<file path="src/sv/mpt_pkg.sv">
// Shared types, constants and meter rules of the metric position tracker.
package mpt_pkg;

    localparam int TIME_BITS_DEF    = 24;
    localparam int MAX_SEGMENTS_DEF = 4096;

    localparam int CFG_IDX_W  = 2;
    localparam int CFG_DATA_W = 13;
    localparam int CAP_W      = 10;
    localparam int SIM_W      = 9;
    localparam int MEAS_W     = 25;
    localparam int POS_W      = 12;

    typedef enum logic [CFG_IDX_W-1:0] {
        CFG_BEATS    = 2'd0,
        CFG_UNIT     = 2'd1,
        CFG_PICKUP   = 2'd2,
        CFG_SEGMENTS = 2'd3
    } cfg_index_t;

    typedef enum logic [1:0] {
        BEAT_STRONG = 2'd0,
        BEAT_MEDIUM = 2'd1,
        BEAT_WEAK   = 2'd2
    } beat_class_t;

    typedef enum logic [1:0] {
        ZONE_BEGIN  = 2'd0,
        ZONE_MIDDLE = 2'd1,
        ZONE_END    = 2'd2
    } zone_t;

    typedef enum logic [1:0] {
        ST_IDLE,
        ST_DIV,
        ST_HOLD
    } mpt_state_t;

    // Sixteenths in one beat; zero where the beat unit has no meaning.
    function automatic logic [4:0] sixteenths_per_beat(input logic [4:0] unit);
        logic [4:0] r;
        begin
            unique case (unit)
                5'd1:                                r = 5'd16;
                5'd2:                                r = 5'd8;
                5'd3:                                r = 5'd5;
                5'd4:                                r = 5'd4;
                5'd5:                                r = 5'd3;
                5'd6, 5'd7, 5'd8:                    r = 5'd2;
                5'd9, 5'd10, 5'd11, 5'd12,
                5'd13, 5'd14, 5'd15, 5'd16:          r = 5'd1;
                default:                             r = 5'd0;
            endcase
            return r;
        end
    endfunction

    function automatic beat_class_t classify_beat(input logic [CAP_W-1:0] s,
                                                  input logic [5:0] beats,
                                                  input logic [4:0] unit);
        logic accent_strong;
        logic accent_medium;
        begin
            accent_strong = (s == 10'd0)
                  || (unit == 5'd4 && beats == 6'd4 && s == 10'd8)
                  || (unit == 5'd8 && beats == 6'd12 && s == 10'd12);
            accent_medium = (unit == 5'd4 && beats == 6'd3 && s == 10'd4)
                  || (unit == 5'd8 && beats == 6'd6 && s == 10'd6)
                  || (unit == 5'd8 && beats == 6'd9 && (s == 10'd6 || s == 10'd12))
                  || (unit == 5'd8 && beats == 6'd12 && (s == 10'd6 || s == 10'd18));
            if (accent_strong)
                return BEAT_STRONG;
            else if (accent_medium)
                return BEAT_MEDIUM;
            else
                return BEAT_WEAK;
        end
    endfunction

endpackage

</file>
<file path="src/sv/mpt_divider.sv">
// Restoring bit-serial divider: one quotient bit per clock cycle.
module mpt_divider #(
    parameter int TIME_BITS = mpt_pkg::TIME_BITS_DEF
) (
    input  logic                     clk,
    input  logic                     rst_n,
    input  logic                     start,
    input  logic [TIME_BITS-1:0]     dividend,
    input  logic [mpt_pkg::CAP_W-1:0] divisor,
    output logic                     done,
    output logic [TIME_BITS-1:0]     quotient,
    output logic [mpt_pkg::CAP_W-1:0] remainder
);

    localparam int CW = $clog2(TIME_BITS + 1);

    logic                      busy_reg;
    logic                      busy_next;
    logic                      done_reg;
    logic                      done_next;
    logic [CW-1:0]             cnt_reg;
    logic [CW-1:0]             cnt_next;
    logic [TIME_BITS-1:0]      q_reg;
    logic [mpt_pkg::CAP_W-1:0] rem_reg;
    logic [mpt_pkg::CAP_W-1:0] div_reg;
    logic [mpt_pkg::CAP_W:0]   trial;
    logic [mpt_pkg::CAP_W:0]   diff;
    logic                      ge;

    assign trial = {rem_reg, q_reg[TIME_BITS-1]};
    assign ge    = trial >= {1'b0, div_reg};
    assign diff  = trial - {1'b0, div_reg};

    always_comb
    begin
        busy_next = busy_reg;
        cnt_next  = cnt_reg;
        done_next = 1'b0;
        if (start)
        begin
            busy_next = 1'b1;
            cnt_next  = CW'(TIME_BITS);
        end
        else if (busy_reg)
        begin
            cnt_next = cnt_reg - 1'b1;
            if (cnt_reg == CW'(1))
            begin
                busy_next = 1'b0;
                done_next = 1'b1;
            end
        end
    end

    always_ff @(posedge clk or negedge rst_n)
    begin
        if (!rst_n)
        begin
            busy_reg <= 1'b0;
            done_reg <= 1'b0;
            cnt_reg  <= '0;
        end
        else
        begin
            busy_reg <= busy_next;
            done_reg <= done_next;
            cnt_reg  <= cnt_next;
        end
    end

    always_ff @(posedge clk)
    begin
        if (start)
        begin
            q_reg   <= dividend;
            rem_reg <= '0;
            div_reg <= divisor;
        end
        else if (busy_reg)
        begin
            q_reg   <= {q_reg[TIME_BITS-2:0], ge};
            rem_reg <= ge ? diff[mpt_pkg::CAP_W-1:0] : trial[mpt_pkg::CAP_W-1:0];
        end
    end

    assign done      = done_reg;
    assign quotient  = q_reg;
    assign remainder = rem_reg;

endmodule

</file>
<file path="src/sv/metric_position_tracker.sv">
// Top level of the metric position tracker: counters, sequencing and result register.
// Each transaction carries one note segment and produces one result. An item is accepted,
// then the bit-serial divider splits the time after the pickup by the measure capacity and
// flags completion, and then the result register is loaded once the previous result is no
// longer stalled. Segments in the pickup or with a zero capacity skip the divider and go
// straight to the load. The result register lets the next transaction in while an earlier
// result is still stalled. Configuration writes take effect at once and are meant for idle
// periods only.
module metric_position_tracker #(
    parameter int TIME_BITS    = mpt_pkg::TIME_BITS_DEF,
    parameter int MAX_SEGMENTS = mpt_pkg::MAX_SEGMENTS_DEF
) (
    input  logic                          clk,
    input  logic                          rst_n,
    input  logic                          cfg_we,
    input  logic [mpt_pkg::CFG_IDX_W-1:0] cfg_index,
    input  logic [mpt_pkg::CFG_DATA_W-1:0] cfg_data,
    input  logic                          in_valid,
    output logic                          in_stall,
    input  logic [9:0]                    duration_sixteenths,
    input  logic [6:0]                    fixed_note,
    input  logic [11:0]                   source_note_index,
    input  logic [9:0]                    offset_in_note,
    output logic                          out_valid,
    input  logic                          out_stall,
    output logic [mpt_pkg::MEAS_W-1:0]    measure_number,
    output logic [mpt_pkg::SIM_W-1:0]     start_in_measure,
    output logic [9:0]                    duration_out,
    output logic [6:0]                    note_out,
    output logic [11:0]                   source_index_out,
    output logic [9:0]                    offset_out,
    output logic [1:0]                    beat_class,
    output logic [mpt_pkg::POS_W-1:0]     position_number,
    output logic [1:0]                    phrase_zone
);

    localparam int CNT_BITS = $clog2(MAX_SEGMENTS);
    localparam int ZW       = (CNT_BITS + 2 > 14) ? CNT_BITS + 2 : 14;
    localparam int QW       = TIME_BITS + 1;

    mpt_pkg::mpt_state_t state_reg;
    mpt_pkg::mpt_state_t state_next;

    logic [5:0]                 beats_reg;
    logic [4:0]                 unit_reg;
    logic [7:0]                 pickup_reg;
    logic [12:0]                segs_reg;
    logic [TIME_BITS-1:0]       rs_reg;
    logic [TIME_BITS-1:0]       rs_next;
    logic [CNT_BITS-1:0]        cnt_reg;
    logic [CNT_BITS-1:0]        cnt_next;
    logic                       out_valid_reg;
    logic                       out_valid_next;

    logic                       accept;
    logic                       load_out;
    logic                       in_pickup;
    logic                       cap_zero;
    logic [10:0]                cap_wide;
    logic [mpt_pkg::CAP_W-1:0]  cap;
    logic [TIME_BITS-1:0]       rel;
    logic [TIME_BITS:0]         rs_sum;
    logic [CNT_BITS:0]          next_cnt;
    logic [ZW-1:0]              pos3;
    logic [ZW-1:0]              seg_ext;
    logic                       wrap;
    mpt_pkg::zone_t             zone_now;

    logic                       div_start;
    logic                       div_done;
    logic [TIME_BITS-1:0]       div_q;
    logic [mpt_pkg::CAP_W-1:0]  div_r;

    logic                       pickup_mode_reg;
    logic                       zero_mode_reg;
    logic [7:0]                 pickup_sim_reg;
    logic [9:0]                 dur_reg;
    logic [6:0]                 note_reg;
    logic [11:0]                src_reg;
    logic [9:0]                 off_reg;
    logic [CNT_BITS-1:0]        pos_reg;
    mpt_pkg::zone_t             zone_reg;

    logic [QW-1:0]              q_plus;
    logic [QW+mpt_pkg::MEAS_W-1:0] q_ext;
    logic [CNT_BITS+mpt_pkg::POS_W-1:0] pos_ext;
    logic [mpt_pkg::MEAS_W-1:0] meas_sel;
    logic [mpt_pkg::CAP_W-1:0]  sim_sel;

    logic [mpt_pkg::MEAS_W-1:0] meas_out_reg;
    logic [mpt_pkg::SIM_W-1:0]  sim_out_reg;
    logic [9:0]                 dur_out_reg;
    logic [6:0]                 note_out_reg;
    logic [11:0]                src_out_reg;
    logic [9:0]                 off_out_reg;
    mpt_pkg::beat_class_t       cls_out_reg;
    logic [mpt_pkg::POS_W-1:0]  pos_out_reg;
    mpt_pkg::zone_t             zone_out_reg;

    assign in_stall = (state_reg != mpt_pkg::ST_IDLE);
    assign accept   = in_valid && !in_stall;

    assign cap_wide  = 11'(beats_reg) * 11'(mpt_pkg::sixteenths_per_beat(unit_reg));
    assign cap       = cap_wide[mpt_pkg::CAP_W-1:0];
    assign cap_zero  = (cap == '0);
    assign in_pickup = (pickup_reg != 8'd0) && (rs_reg < TIME_BITS'(pickup_reg));
    assign rel       = rs_reg - TIME_BITS'(pickup_reg);
    assign div_start = accept && !in_pickup && !cap_zero;

    assign rs_sum   = {1'b0, rs_reg} + QW'(duration_sixteenths);
    assign next_cnt = {1'b0, cnt_reg} + 1'b1;
    assign seg_ext  = ZW'(segs_reg);
    assign pos3     = (ZW'(cnt_reg) << 1) + ZW'(cnt_reg);
    assign wrap     = (ZW'(next_cnt) >= seg_ext) || (ZW'(next_cnt) >= ZW'(MAX_SEGMENTS));

    always_comb
    begin
        priority if (pos3 < seg_ext)
            zone_now = mpt_pkg::ZONE_BEGIN;
        else if (pos3 >= (seg_ext << 1))
            zone_now = mpt_pkg::ZONE_END;
        else
            zone_now = mpt_pkg::ZONE_MIDDLE;
    end

    always_comb
    begin
        rs_next  = rs_reg;
        cnt_next = cnt_reg;
        if (accept)
        begin
            if (wrap)
            begin
                rs_next  = '0;
                cnt_next = '0;
            end
            else
            begin
                cnt_next = next_cnt[CNT_BITS-1:0];
                rs_next  = rs_sum[TIME_BITS] ? '1 : rs_sum[TIME_BITS-1:0];
            end
        end
    end

    mpt_divider #(
        .TIME_BITS (TIME_BITS)
    ) u_divider (
        .clk       (clk),
        .rst_n     (rst_n),
        .start     (div_start),
        .dividend  (rel),
        .divisor   (cap),
        .done      (div_done),
        .quotient  (div_q),
        .remainder (div_r)
    );

    always_comb
    begin
        state_next     = state_reg;
        load_out       = 1'b0;
        out_valid_next = out_valid_reg && out_stall;
        unique case (state_reg)
            mpt_pkg::ST_IDLE:
            begin
                if (accept)
                    state_next = div_start ? mpt_pkg::ST_DIV : mpt_pkg::ST_HOLD;
            end
            mpt_pkg::ST_DIV:
            begin
                if (div_done)
                    state_next = mpt_pkg::ST_HOLD;
            end
            mpt_pkg::ST_HOLD:
            begin
                if (!out_valid_reg || !out_stall)
                begin
                    load_out       = 1'b1;
                    out_valid_next = 1'b1;
                    state_next     = mpt_pkg::ST_IDLE;
                end
            end
            default:
            begin
                state_next = mpt_pkg::ST_IDLE;
            end
        endcase
    end

    always_ff @(posedge clk or negedge rst_n)
    begin
        if (!rst_n)
        begin
            state_reg     <= mpt_pkg::ST_IDLE;
            out_valid_reg <= 1'b0;
            rs_reg        <= '0;
            cnt_reg       <= '0;
            beats_reg     <= 6'd4;
            unit_reg      <= 5'd4;
            pickup_reg    <= 8'd0;
            segs_reg      <= 13'd1;
        end
        else
        begin
            state_reg     <= state_next;
            out_valid_reg <= out_valid_next;
            rs_reg        <= rs_next;
            cnt_reg       <= cnt_next;
            if (cfg_we)
            begin
                unique case (cfg_index)
                    mpt_pkg::CFG_BEATS:    beats_reg  <= cfg_data[5:0];
                    mpt_pkg::CFG_UNIT:     unit_reg   <= cfg_data[4:0];
                    mpt_pkg::CFG_PICKUP:   pickup_reg <= cfg_data[7:0];
                    mpt_pkg::CFG_SEGMENTS: segs_reg   <= cfg_data[12:0];
                    default:               segs_reg   <= segs_reg;
                endcase
            end
        end
    end

    always_ff @(posedge clk)
    begin
        if (accept)
        begin
            pickup_mode_reg <= in_pickup;
            zero_mode_reg   <= cap_zero;
            pickup_sim_reg  <= rs_reg[7:0];
            dur_reg         <= duration_sixteenths;
            note_reg        <= fixed_note;
            src_reg         <= source_note_index;
            off_reg         <= offset_in_note;
            pos_reg         <= cnt_reg;
            zone_reg        <= zone_now;
        end
    end

    assign q_plus  = {1'b0, div_q} + 1'b1;
    assign q_ext   = {{mpt_pkg::MEAS_W{1'b0}}, q_plus};
    assign pos_ext = {{mpt_pkg::POS_W{1'b0}}, pos_reg};

    always_comb
    begin
        priority if (pickup_mode_reg)
        begin
            meas_sel = '0;
            sim_sel  = mpt_pkg::CAP_W'(pickup_sim_reg);
        end
        else if (zero_mode_reg)
        begin
            meas_sel = mpt_pkg::MEAS_W'(1);
            sim_sel  = '0;
        end
        else
        begin
            meas_sel = q_ext[mpt_pkg::MEAS_W-1:0];
            sim_sel  = div_r;
        end
    end

    always_ff @(posedge clk)
    begin
        if (load_out)
        begin
            meas_out_reg <= meas_sel;
            sim_out_reg  <= sim_sel[mpt_pkg::SIM_W-1:0];
            dur_out_reg  <= dur_reg;
            note_out_reg <= note_reg;
            src_out_reg  <= src_reg;
            off_out_reg  <= off_reg;
            cls_out_reg  <= mpt_pkg::classify_beat(sim_sel, beats_reg, unit_reg);
            pos_out_reg  <= pos_ext[mpt_pkg::POS_W-1:0];
            zone_out_reg <= zone_reg;
        end
    end

    assign out_valid        = out_valid_reg;
    assign measure_number   = meas_out_reg;
    assign start_in_measure = sim_out_reg;
    assign duration_out     = dur_out_reg;
    assign note_out         = note_out_reg;
    assign source_index_out = src_out_reg;
    assign offset_out       = off_out_reg;
    assign beat_class       = cls_out_reg;
    assign position_number  = pos_out_reg;
    assign phrase_zone      = zone_out_reg;

    // The divider only finishes while the sequencer waits for it.
    assert property (@(posedge clk) disable iff (!rst_n)
        div_done |-> state_reg == mpt_pkg::ST_DIV)
        else $error("divider finished outside the divide state");

    // An accepted transaction always leaves the idle state.
    assert property (@(posedge clk) disable iff (!rst_n)
        accept |=> state_reg != mpt_pkg::ST_IDLE)
        else $error("accepted transaction did not start work");

    // A new result appears only after the hold state has loaded it.
    assert property (@(posedge clk) disable iff (!rst_n)
        $rose(out_valid_reg) |-> $past(state_reg) == mpt_pkg::ST_HOLD)
        else $error("result became valid without a load");

    // The divider is started only for segments outside the pickup with a usable capacity.
    assert property (@(posedge clk) disable iff (!rst_n)
        div_start |-> (!in_pickup && cap != '0 && state_reg == mpt_pkg::ST_IDLE))
        else $error("divider started for a bypassed segment");

endmodule

</file>
<file path="config.mk">
export PLATFORM = sky130hd
export DESIGN_NAME = metric_position_tracker
export DESIGN_NICKNAME = d
export VERILOG_FILES = /design/src/sv/mpt_pkg.sv /design/src/sv/mpt_divider.sv /design/src/sv/metric_position_tracker.sv
export SDC_FILE = /design/constraint.sdc
export NUM_CORES = 1
export LEC_CHECK = 0
export BUFFER_PORTS_ARGS = -buffer_cell sky130_fd_sc_hd__buf_2
export CAP_MARGIN = 0
export CORE_MARGIN = 1
export CORE_UTILIZATION = 26
export CTS_CLUSTER_DIAMETER = 100
export DETAILED_ROUTE_END_ITERATION = 6
export GPL_TIMING_DRIVEN = 1
export MAX_ROUTING_LAYER = met4
export PLACE_DENSITY = 0.46
export SYNTH_ARGS = -nofsm -noshare
export SYNTH_HDL_FRONTEND = slang
export SYNTH_SLANG_ARGS = --single-unit
</file>
<file path="constraint.sdc">
create_clock -name clk -period 6.9 [get_ports clk]
set_input_delay 0.69 -clock clk [delete_from_list [all_inputs] [get_ports clk]]
set_output_delay 0.69 -clock clk [all_outputs]
set_load 0.01 [all_outputs]
</file>
==> summary.txt, run 1 <==
Die
  • Initial core utilization: between 20% and 30%
  • Top-Level Pins: 150
  • Die area: 57400 um2
  • # rows: 86
  • Core area: 55400 um2
  • Chip Height: approximately 240 um
  • Die W: approximately 240 um

Hold path
  • Min-delay worst type: in2reg

Power and ir drop
  • Leakage: 7.18 nW
  • Comb pwr share: a little over a third
  • Clock share of power: 24.9%
  • Net switching power: 2.60 mW
  • Seq pwr share: 38.5%
  • PwrDens: 415 nW/um2
  • Cell Int Power: 4.64 mW
  • Max IR drop VDD: 0.000202 V
  • Tot Pwr: 7.24 mW
  • Switching Fraction: between 30% and 40%

Synthesis
  • Post-Syn Nets: 1437
  • Post-synth EDFFs: 186
  • Cells after synthesis: 1264
  • Register area share after synthesis: roughly 53%
  • Synth Register Bits: about 270
  • Yosys warns: 0
  • Synthesized cell area: 14700 um2
  • Mapped Avg Cell Area: 11.6 um2
  • Top_reg_cell synth: edfxtp_1
  • Synth unique cells: 72
  • Asr flop ratio synth: ~28%

STA
  • Fmax: 156 MHz
  • Worst Tran Pin Value: 1230 ps
  • RSZ-0062 raised after global routing: false
  • Endpoints failing setup: 0
  • Final hold slack: 321 ps
  • Fin crit share: 93.1%
  • Hold violation count in the final report: 0
  • Post-route setup TNS: 0 ps
  • Tmin final: 6420 ps
  • Slew HR: 18.2%
  • Slew Limit Fails: 0
  • Max Clock Skew: 26.3 ps

Layout
  • Max reg flops: 25
  • Final Util: between 30% and 40%
  • Fin nets: 1596
  • Filler cells: approximately 5600
  • P&R area growth vs syn: 18.8%
  • Reg area: 7740 um2
  • Finished Layout Cells: about 2200
  • Multi-input logic area: 6500 um2
  • Share of cells above drive strength 1: 19.6%

Detailed routing
  • DR WL/cell: approximately 16 um
  • Via/cell ratio: 4.57
  • Final wirelength: 36100 um
  • Final ANT Viol Nets: 0
  • Metal3 WL: between 1000 and 1500 um
  • Max layer used: met4
  • Number of remaining DRC errors: 0
  • Starting DRT DRC Count: 610
  • First-pass DRT Iterations: 5
  • Metal2 WL: 15900 um
  • Routed met1 length: 17800 um
  • Vias: 10000

Placement
  • DP HPWL: 26900 um
  • IO Port Bufs: ~150
  • GP Congestion: 0.808
  • Cell count after placement: 2132

Critical path
  • CP bufs+invs: 2
  • Most numerous cell on the critical path: fa_1
  • Crit path max-delay family: simple AND/OR/NAND/NOR gates
  • Biggest cell delay along the critical path: 780 ps
  • Critical path cell sequence: or2_2 -> nor4b_1 -> nand2_1 -> fa_1 -> fa_1 -> fa_1 -> inv_1 -> ha_1 -> a211oi_1 -> nor2_1 -> xor2_1 -> or4_1 -> nor4_1 -> or3_4 -> inv_4 -> mux2_4
  • Startpoint type of the worst setup path: flip-flop
  • Crit path required time: 7190 ps
  • Slowest CP cell: nor4b_1
  • Type of destination of the critical path: flip-flop
  • Crit-path max FO: 43
  • WS Path Type: reg2reg
  • Worst EP arrival: around 6700 ps

GRT
  • Initial antenna violation count: 3
  • Pin count of the biggest net entering global routing: 73
  • Total grt overflow: 0
  • First-pass GRT wire length: 57000 um
  • Vias in the first global route: just over 10000
  • Tot GR Track Use: 13.2%

Clock network
  • TritonCTS Buffers: 36
  • CTS tree: done
  • Root buffer cell: clkbuf_16
  • Clk Latency, worst-skew pair: 540 ps
  • Clk slew on worst S/H paths: approximately 50 ps
  • CTS Buffer Depth: 3
  • Post-CTS sizing: 0
  • Clock tree sinks: between 200 and 300
  • Setup Buffers After CTS: 0
  • H-tree levels: 2

Outcome
  • Status: finished, final reports clean

Run
  • MaxCap Viol Count: 0
-- synth_stat cells, drive strengths merged (11+ instances only) --
library cell	count	area [um2]
edfxtp	186	5590
ha	99	1240
nand2	92	345
nor2	86	323
o21ai	77	385
inv	76	288
dfrtp	75	1880
a21oi	55	275
mux2	54	676
xnor2	51	447
clkbuf	30	113
and2	26	163
xor2	26	228
nand3	25	125
a21o	20	150
nor3	20	100
fa	15	300
nand4	15	93.8
a211oi	14	105
nand2b	14	87.6
or3	14	92.6
nor2b	13	81.3
nor4	12	75.1
a31oi	11	68.8
o21a	11	82.6
-- power by group through the flow --
stage	sequential (mW)	clock, mW	combinational [mW]
3_3_place_gp	2.81	0	2.65
5_1_grt	2.86	1.94	2.99
4_1_cts	2.80	1.88	2.69
3_5_place_dp	2.83	0	2.67
6_report	2.79	1.80	2.65
2_1_floorplan	2.75	0	1.95
-- final timing paths --
path / startpoint / end / slack (ps) / depth (start not counted)
min: offset_in_note[3] / off_reg[3]$_DFFE_PP_ / 320 / 1
max reg2reg: unit_reg[3]$_DFFE_PN0P_ / u_divider.quotient[15]$_DFFE_PP_ / 480 / 16
min in group asynchronous: rst_n / unit_reg[3]$_DFFE_PN0P_ / 520 / 2
max: unit_reg[3]$_DFFE_PN0P_ / u_divider.quotient[15]$_DFFE_PP_ / 480 / 16
max in group asynchronous: rst_n / u_divider.cnt_reg[2]$_DFFE_PN0P_ / 5150 / 3
min reg2reg: src_reg[11]$_DFFE_PP_ / source_index_out[11]$_DFFE_PP_ / 420 / 0
-- cell families (layout without fill, tap and decap cells) --
logic type | after synthesis | count (layout) | share of synthesized area (%)
AND/OR/NAND/NOR | 370 | 370 | 12.9
flip-flops | 274 | 274 | 52.8
AO/OA/AOI/OAI | 253 | 253 | 10.9
adder cells (fa/ha/maj) | 114 | 114 | 10.5
buffers and inverters | 114 | 297 | 3.10
XOR/XNOR | 78 | 78 | 4.75
multiplexers | 61 | 61 | 5.08
other | 0 | 3 | 0
-- cells in the final DEF, fill, tap and decap left out, types with 9 or more instances in the layout --
cell       netlist  routed
nand3_1         25      25
fa_1            15      15
inv_1           75      75
ha_1            99      99
mux2_2          36      36
nand3b_1         9       9
buf_4            0       9
o21ai_0         74      74
o211ai_1        10      10
dfrtp_1         75      75
nand2b_1        14      14
mux2_4          18      18
xor2_1          26      26
and2_1          26      26
o31ai_1         10      10
nor4_1          12      12
a21o_1          20      20
nor2b_1         13      13
a211oi_1        14      14
and3_1           9       9
edfxtp_1       186     186
nand4_1         15      15
dfxtp_1         10      10
xnor2_1         51      51
o21a_1          11      11
nor3_1          20      20
buf_2            2     148
clkbuf_16        0      36
or3_1           13      13
nand2_1         92      92
a21oi_1         55      54
a31oi_1         11      11
nor2_1          86      85
-- metal layers --
layer  global-route usage [%]  up-vias
met2                     19.9      160
li1                         -     4967
met4                     3.87        0
met1                     17.9     4861
met5                        -        -
met3                     2.65       53
-- stage by stage --
step	worst slack [ps]	cell area [um2]
2_1_floorplan	1020	14700
3_3_place_gp	581	16300
3_5_place_dp	407	16300
4_1_cts	393	17400
5_1_grt	99.5	17400
6_report	476	17400
-- layout make-up --
type / count / area share, %
antenna: 3 / 0.0431
tap: 748 / 5.37
inverter: 77 / 1.68
sequential: 274 / 44.4
clock buffer: 46 / 5.50
clock inverter: 16 / 0.984
timing repair buffer: 158 / 4.70
multi-input combinational: 876 / 37.3
-- worst register-to-register path, delay by kind of cell (launching register included) --
kind,cells,cell delay (ps)
AND/OR/NAND/NOR,7,2660
adder cells (fa/ha/maj),4,1940
flip-flops,1,440
multiplexers,1,390
AO/OA/AOI/OAI,1,330
buffers and inverters,2,290
XOR/XNOR,1,160
-- repair_timing --
item	in CTS	in global routing
hold buffers	1	0
endpoints found under the hold margin	5	0
endpoints found under the setup margin	0	0
Note: power is estimated with default switching activity, not from simulation.
==> run 2: changes to the inputs <==
--- a/config.mk
+++ b/config.mk
@@ -11,9 +11,11 @@
 export CORE_UTILIZATION = 26
 export CTS_CLUSTER_DIAMETER = 100
 export DETAILED_ROUTE_END_ITERATION = 6
+export GPL_ROUTABILITY_DRIVEN = 0
 export GPL_TIMING_DRIVEN = 1
 export MAX_ROUTING_LAYER = met4
 export PLACE_DENSITY = 0.46
 export SYNTH_ARGS = -nofsm -noshare
 export SYNTH_HDL_FRONTEND = slang
+export SYNTH_HIERARCHICAL = 1
 export SYNTH_SLANG_ARGS = --single-unit
==> run 2 against run 1 <==
Compared with the run above: wire length increased by 3.0%; maximum frequency increased by 9.9%; non-clock buffer count unchanged; cell area increased by 0.32%; core utilization increased by 0.10 points; critical endpoint is now u_divider/quotient[8]$_DFFE_PP_; largest cell class unchanged.
==> summary.txt, run 2 <==
Synthesis
  • Top_reg_cell synth: edfxtp_1
  • Synth unique cells: 79 (+9.7%)
  • Largest family of logic cells by synthesized area: simple AND/OR/NAND/NOR gates
  • Synth area leader: edfxtp_1
  • Most frequent cell after synthesis: edfxtp_1
  • Synth Register Bits: 274 (unchanged)
  • Post-synth EDFFs: 186 (unchanged)
  • Adder-Cell Fraction of Synth Area: 10.5% (unchanged)
  • Top cell type's share of synthesized area: 38.1% (unchanged)
  • Post-Synth XOR/XNOR Area: 4.84% (+0.085 points)
  • Post-Syn Nets: 1424 (-0.90%)
  • Mapped Avg Cell Area: 11.7 um2 (+1.0%)
  • Top cells by area, synth: edfxtp_1 38%, dfrtp_1 13%, ha_1 8.4%
  • Cells after synthesis: 1251 (-1.0%)
  • Multiplexer share of the synthesized area: 4.30% (-0.78 points)
  • Asr flop ratio synth: 28.5% (unchanged)
  • Simple logic cell fraction of the synthesized area: 13.0% (+0.094 points)
  • Synthesized cell area: 14700 um2 (unchanged)
  • Register area share after synthesis: 52.8% (unchanged)
  • Most common library cells after synthesis: 186 x edfxtp_1, 99 x ha_1, 96 x nor2_1
  • Yosys warns: 6 (+6)
  • Post-synthesis compound-gate area fraction: 11.5% (+0.55 points)

Layout
  • Commonest cells after routing, fill and taps aside: 186 x edfxtp_1, 148 x buf_2, 99 x ha_1
  • Most common cell after layout, fill and taps aside: edfxtp_1
  • Max reg flops: 25 (unchanged)
  • Filler cells: 5654 (+0.60%)
  • Share of cells above drive strength 1: 20.6% (+1.1 points)
  • # diodes: 0 (-3)
  • Final Util: 31.5% (+0.10 points)
  • Fin nets: 1580 (-1.0%)
  • P&R area growth vs syn: 19.2%
  • Post-route cell area: 17500 um2 (+0.32%)

Run
  • MaxCap Viol Count: 0 (unchanged)

Clock network
  • Clk slew on worst S/H paths: 50 ps (about the same)
  • Setup Buffers After CTS: 0 (unchanged)
  • CTS tree: done
  • Root buffer cell: clkbuf_16
  • Post-CTS sizing: 0 (unchanged)
  • Clock tree sinks: 274 (unchanged)
  • H-tree levels: 2 (unchanged)
  • Clk Latency, worst-skew pair: 540 ps (about the same)
  • # hold bufs at CTS: 0 (-1)
  • CTS Buffer Depth: 3 (unchanged)
  • TritonCTS Buffers: 35 (-2.8%)

STA
  • Tmin final: 5850 ps (-577 ps)
  • Fmax: 171 MHz (+9.9%)
  • Hold violation count in the final report: 0 (unchanged)
  • Post-route setup TNS: 0 ps (unchanged)
  • RSZ-0062 raised after global routing: false
  • Slew Limit Fails: 0 (unchanged)
  • Endpoints failing setup: 0 (unchanged)
  • Worst Tran Pin Value: 914 ps (-313 ps)
  • Final hold slack: 115 ps (-206 ps)
  • Fin crit share: 84.7% (-8.4 points)
  • Max Clock Skew: 26.0 ps (-0.252 ps)
  • Slew HR: 38.5% (+20 points)

GRT
  • Total grt overflow: 0 (unchanged)
  • Tot GR Track Use: 13.5% (+0.27 points)
  • Vias in the first global route: 10100 (+0.48%)
  • First-pass GRT wire length: 58100 um (+2.0%)
  • Initial antenna violation count: 0 (-3)
  • Pin count of the biggest net entering global routing: 54 (-26%)

Detailed routing
  • Number of remaining DRC errors: 0 (unchanged)
  • Starting DRT DRC Count: 552 (-9.5%)
  • First-pass DRT Iterations: 5 (unchanged)
  • Via/cell ratio: 4.62 (+1.2%)
  • Final ANT Viol Nets: 0 (unchanged)
  • DR WL/cell: 17.0 um (+3.7%)
  • Vias: 10100 (+0.50%)
  • Final wirelength: 37200 um (+3.0%)

Die
  • Initial core utilization: 26.5% (unchanged)
  • Core area: 55400 um2 (unchanged)
  • Die area: 57400 um2 (unchanged)
  • Chip Height: 240 um (unchanged)
  • Die W: 240 um (unchanged)
  • # rows: 86 (unchanged)
  • Top-Level Pins: 150 (unchanged)

Outcome
  • Status: finished, final reports clean

Power and ir drop
  • Comb pwr share: 37.0% (+0.4 points)
  • Seq pwr share: 36.9% (-1.6 points)
  • Switching Fraction: 36.3% (+0.37 points)
  • Net switching power: 2.67 mW (+2.6%)
  • Clock share of power: 26.1% (+1.2 points)
  • Leakage: 7.22 nW (+0.48%)
  • Max IR drop VDD: 0.000177 V (-12%)
  • PwrDens: 421 nW/um2 (+1.3%)
  • Cell Int Power: 4.68 mW (+1.0%)

Critical path
  • Worst EP arrival: 5970 ps (-740 ps)
  • Type of destination of the critical path: flip-flop
  • Crit-path max FO: 24 (-44%)
  • Crit path required time: 7030 ps (-160 ps)
  • WS Path Type: reg2reg
  • Startpoint type of the worst setup path: flip-flop

Placement
  • IO Port Bufs: 149 (unchanged)
  • DP Area: 16300 um2 (about the same)
  • DP HPWL: 27400 um (+1.9%)

Hold path
  • Min-delay worst type: in2async
-- run 2: cell types whose count changed in the layout (fill, tap and decap cells not counted), moves of 6 or more --
cell      delta
nand2_1     -17
nor2_1      +10
mux2_2      +20
nand4_1      -7
mux2_4      -18
a22o_1       +8
a21oi_1      -7
mux2i_1      -7
and4_1       +9
xnor2_1      -8
o21ai_0     -27
o211ai_1     -6
xor2_1      +12
-- run 2: final cells by class --
| cell class | count | area, um2 | area share (%) |
|---|---|---|---|
| sequential | 274 | 7740 | 44.3 |
| multi-input combinational | 862 | 6480 | 37.1 |
| clock buffer | 49 | 1000 | 5.73 |
| tap | 748 | 936 | 5.35 |
| timing repair buffer | 158 | 816 | 4.67 |
| inverter | 76 | 287 | 1.64 |
| clock inverter | 15 | 216 | 1.24 |
-- run 2: layer usage --
| layer | wire, um | track usage [%] | share of wire, % |
|---|---|---|---|
| met3 | 1660 | 2.51 | 4.5 |
| met1 | 18000 | 18.2 | 48 |
| met2 | 16700 | 20.3 | 45 |
| met5 | 0 | - | 0 |
| met4 | 806 | 4.39 | 2.2 |
-- run 2: power by group through the flow --
stage	clock, mW	combinational (mW)	sequential (mW)
5_1_grt	2.05	3.06	2.78
6_report	1.92	2.72	2.71
3_3_place_gp	0	2.70	2.74
2_1_floorplan	0	2.01	2.65
3_5_place_dp	0	2.74	2.75
4_1_cts	1.99	2.75	2.72
-- run 2: logic make-up after synthesis --
kind of cell               count (synthesis)
and+or+nand+nor                          368
DFF                                      274
AOI/OAI and AO/OA                        243
buffers and inverters                    115
adders and majority gates                114
xor gates and xnor gates                  81
muxes                                     56
-- run 2: path summary, 6_finish.rpt --
kind	from	endpoint	slack [ps]	cells after the start
max	unit_reg[1]$_DFFE_PN0P_	u_divider/quotient[8]$_DFFE_PP_	1050	16
min	rst_n	out_valid$_DFF_PN0_	110	1
max reg2reg	unit_reg[1]$_DFFE_PN0P_	u_divider/quotient[8]$_DFFE_PP_	1050	16
min reg2reg	src_reg[5]$_DFFE_PP_	source_index_out[5]$_DFFE_PP_	400	0
max in group asynchronous	rst_n	state_reg[1]$_DFFE_PN0P_	5710	2
min in group clk	fixed_note[2]	note_reg[2]$_DFFE_PP_	320	1
-- run 2: through the flow --
step           power, mW  std cells  worst slack, ps
2_1_floorplan       4.67       1251              718
3_3_place_gp        5.45       2118             1150
3_5_place_dp        5.49       2118              968
4_1_cts             7.47       2182              964
5_1_grt             7.90       2182              584
6_report            7.35       2182             1050
-- run 2: critical path: stages (launching register included) --
cell	delay, ps
dfrtp_1	460
nor2_1	220
a21oi_1	100
nor3_1	450
nand2_1	140
fa_1	480
fa_1	540
inv_1	50
fa_1	470
ha_1	350
xnor2_1	140
or4_1	400
a2111o_1	320
nor4_1	390
nor3_2	90
nor2_1	320
inv_1	510
==> run 3: changes to the inputs <==
--- a/config.mk
+++ b/config.mk
@@ -14,7 +14,7 @@
 export GPL_ROUTABILITY_DRIVEN = 0
 export GPL_TIMING_DRIVEN = 1
 export MAX_ROUTING_LAYER = met4
-export PLACE_DENSITY = 0.46
+export PLACE_DENSITY = 0.47
 export SYNTH_ARGS = -nofsm -noshare
 export SYNTH_HDL_FRONTEND = slang
 export SYNTH_HIERARCHICAL = 1
==> constraint.sdc (replaced) <==
create_clock -name clk -period 4.86 [get_ports clk]
set_input_delay 0.486 -clock clk [delete_from_list [all_inputs] [get_ports clk]]
set_output_delay 0.486 -clock clk [all_outputs]
set_load 0.01 [all_outputs]
==> run 3 against run 2 <==
Compared with the run above: the flow now finishes with violations (negative setup slack); global-route usage rose by 0.16 points; wire length rose by 1.8%; clock skew fell by 12 ps; non-clock buffer count rose by 60; critical path depth rose by 4; clock-buffer cell count fell by 2; register-to-register slack got worse by 1100 ps; critical endpoint is now u_divider/quotient[16]$_DFFE_PP_; largest power group unchanged; highest routed layer unchanged.
==> summary.txt, run 3 (synthesis gave the netlist of run 2 again) <==
Detailed routing
  • First-pass DRT Iterations: 5 (unchanged)
  • Via/cell ratio: 4.58 (-0.89%)
  • Final wirelength: 37900 um (+1.8%)
  • Starting DRT DRC Count: 490 (-11%)
  • Final ANT Viol Nets: 0 (unchanged)
  • DR WL/cell: 16.9 um (-0.96%)
  • Vias: 10300 (+1.9%)
  • Number of remaining DRC errors: 0 (unchanged)

Clock network
  • Clock tree sinks: 274 (unchanged)
  • TritonCTS Buffers: 35 (unchanged)
  • Root buffer cell: clkbuf_16
  • H-tree levels: 2 (unchanged)
  • Clk Latency, worst-skew pair: 550 ps (about the same)
  • Clk slew on worst S/H paths: 60 ps (about the same)
  • CTS Buffer Depth: 3 (unchanged)
  • CTS tree: done

Run
  • MaxCap Viol Count: 0 (unchanged)

Die
  • # rows: 86 (unchanged)
  • Die W: 240 um (unchanged)
  • Top-Level Pins: 150 (unchanged)
  • Core area: 55400 um2 (unchanged)
  • Die area: 57400 um2 (unchanged)
  • Initial core utilization: 26.5% (unchanged)
  • Chip Height: 240 um (unchanged)

Outcome
  • Status: finished, violations left
  • Failing checks: negative setup slack

Critical path
  • FF-to-FF path depth: 20 (+4)
  • Critical path cell sequence: buf_6 -> and4bb_2 -> nand2_2 -> fa_1 -> inv_1 -> fa_1 -> fa_1 -> ha_4 -> nor2_4 -> a21oi_2 -> buf_4 -> xor2_2 -> a2111o_1 -> nor4_4 -> buf_4 -> nor3_4 -> buf_12 -> nor2_4 -> clkinvlp_4 -> buf_12
  • Crit-path max FO: 24 (unchanged)
  • Worst EP arrival: 5200 ps (-770 ps)
  • WS Path Type: reg2reg
  • Slowest CP cell: fa_1
  • Type of destination of the critical path: flip-flop
  • Startpoint type of the worst setup path: flip-flop
  • Biggest cell delay along the critical path: 550 ps (about the same)
  • Crit path required time: 5170 ps (-1860 ps)
  • Most numerous cell on the critical path: fa_1

Layout
  • Commonest cells after routing, fill and taps aside: 186 x edfxtp_1, 148 x buf_2, 95 x ha_1
  • Share of cells above drive strength 1: 26.4% (+5.8 points)
  • Most common cell after layout, fill and taps aside: edfxtp_1
  • Max reg flops: 25 (unchanged)
  • Finished Layout Cells: 2243 (+2.8%)
  • P&R area growth vs syn: 24.8%
  • Fin nets: 1641 (+3.9%)

Power and ir drop
  • Leakage: 7.64 nW (+5.9%)
  • Tot Pwr: 10.9 mW (+48%)
  • PwrDens: 593 nW/um2 (+41%)
  • Max IR drop VDD: 0.000246 V (+39%)

GRT
  • Total grt overflow: 0 (unchanged)
  • Initial antenna violation count: 1 (+1)
  • Vias in the first global route: 10200 (+0.87%)
  • Pin count of the biggest net entering global routing: 54 (unchanged)
  • First-pass GRT wire length: 58800 um (+1.2%)
  • Tot GR Track Use: 13.7% (+0.16 points)

STA
  • Slew Limit Fails: 0 (unchanged)
  • Endpoints failing setup: 41 (+41)
  • Worst Tran Pin Value: 955 ps (+40.5 ps)
  • Slew HR: 36.4% (-2.2 points)
  • Tmin final: 4900 ps (-950 ps)
  • Fin crit share: 101% (+16 points)
  • RSZ-0062 raised after global routing: true
  • Max Clock Skew: 14.2 ps (-11.8 ps)
  • Fmax: 204 MHz (+19%)
  • Hold violation count in the final report: 0 (unchanged)
  • Final hold slack: 106 ps (-8.74 ps)
  • Final WS setup: -36.8 ps (-1090 ps)

Placement
  • DP HPWL: 27900 um (+2.0%)
  • IO Port Bufs: 149 (unchanged)
  • Cell count after placement: 2158 (+1.9%)

Hold path
  • Min-delay worst type: in2reg
  • Hold Crit Depth: 1
==> run 3: cell count changes in the layout (fill, tap and decap cells not counted), sizes merged <==
cell / change
buf: +57
bufinv: -2
clkinvlp: +2
diode: +1
dlygate4sd3: +1
inv: +1
nor3: +1
==> run 3: where the power goes <==
part	internal (mW)	switching (mW)	leakage (nW)
Sequential	3.34	0.503	2.81
Combinational	1.97	2.46	4.29
Clock	1.54	1.05	0.546
Total	6.85	4.01	7.64
==> run 3: timing repair <==
item,in CTS,in global routing
cloned,1,3
buffers inserted,4,12
setup endpoints to repair,75,73
pin swaps,12,4
hold buffers,1,0
resized for setup,18,33
hold endpoints to repair,25,0
==> run 3: worst paths after layout <==
| path | from | end | slack [ps] |
|---|---|---|---|
| max reg2reg | unit_reg[1]$_DFFE_PN0P_ | u_divider/quotient[16]$_DFFE_PP_ | -40 |
| min | source_note_index[0] | src_reg[0]$_DFFE_PP_ | 110 |
| min in group asynchronous | rst_n | u_divider/cnt_reg[1]$_DFFE_PN0P_ | 420 |
| max in group asynchronous | rst_n | unit_reg[1]$_DFFE_PN0P_ | 3330 |
| max | unit_reg[1]$_DFFE_PN0P_ | u_divider/quotient[16]$_DFFE_PP_ | -40 |
| min reg2reg | pos_reg[4]$_DFFE_PP_ | position_number[4]$_DFFE_PP_ | 410 |
==> run 3: critical path: cells and delay by family (launching register included) <==
kind                       cells  cell delay (ps)
AOI/OAI and AO/OA              2              440
buffers and inverters          7              950
xor gates and xnor gates       1              140
adders and majority gates      4             1820
DFF                            1              440
and+or+nand+nor                6              830
==> run 3: per-stage QoR <==
step	cell area, um2	setup TNS, ps	util, %	setup WS (ps)
final	18300	-1040	33.0	-36.8
after global routing	18300	-11310	33.0	-223
after CTS	18000	-38.9	32.5	-7.56
after detailed placement	16700	-21880	30.2	-408
after global placement	16700	-14860	30.2	-294
after floorplan	14800	-9400	-	-280
==> run 3: area by class of cell <==
class | count | area, um2
Inverter | 76 | 290
Antenna cell | 1 | 2.50
Sequential cell | 274 | 7740
Timing Repair Buffer | 218 | 1390
Clock inverter | 16 | 193
Tap cell | 748 | 936
Clock buffer | 47 | 941
Multi-Input combinational cell | 863 | 6810
Fill cell | 5579 | 37100
==> run 3: per-layer routing <==
| metal | share of wire (%) | global-route usage [%] |
|---|---|---|
| met5 | 0 | - |
| met4 | 2.3 | 4.56 |
| met3 | 4.4 | 2.34 |
| met2 | 46 | 21.3 |
| met1 | 47 | 17.9 |
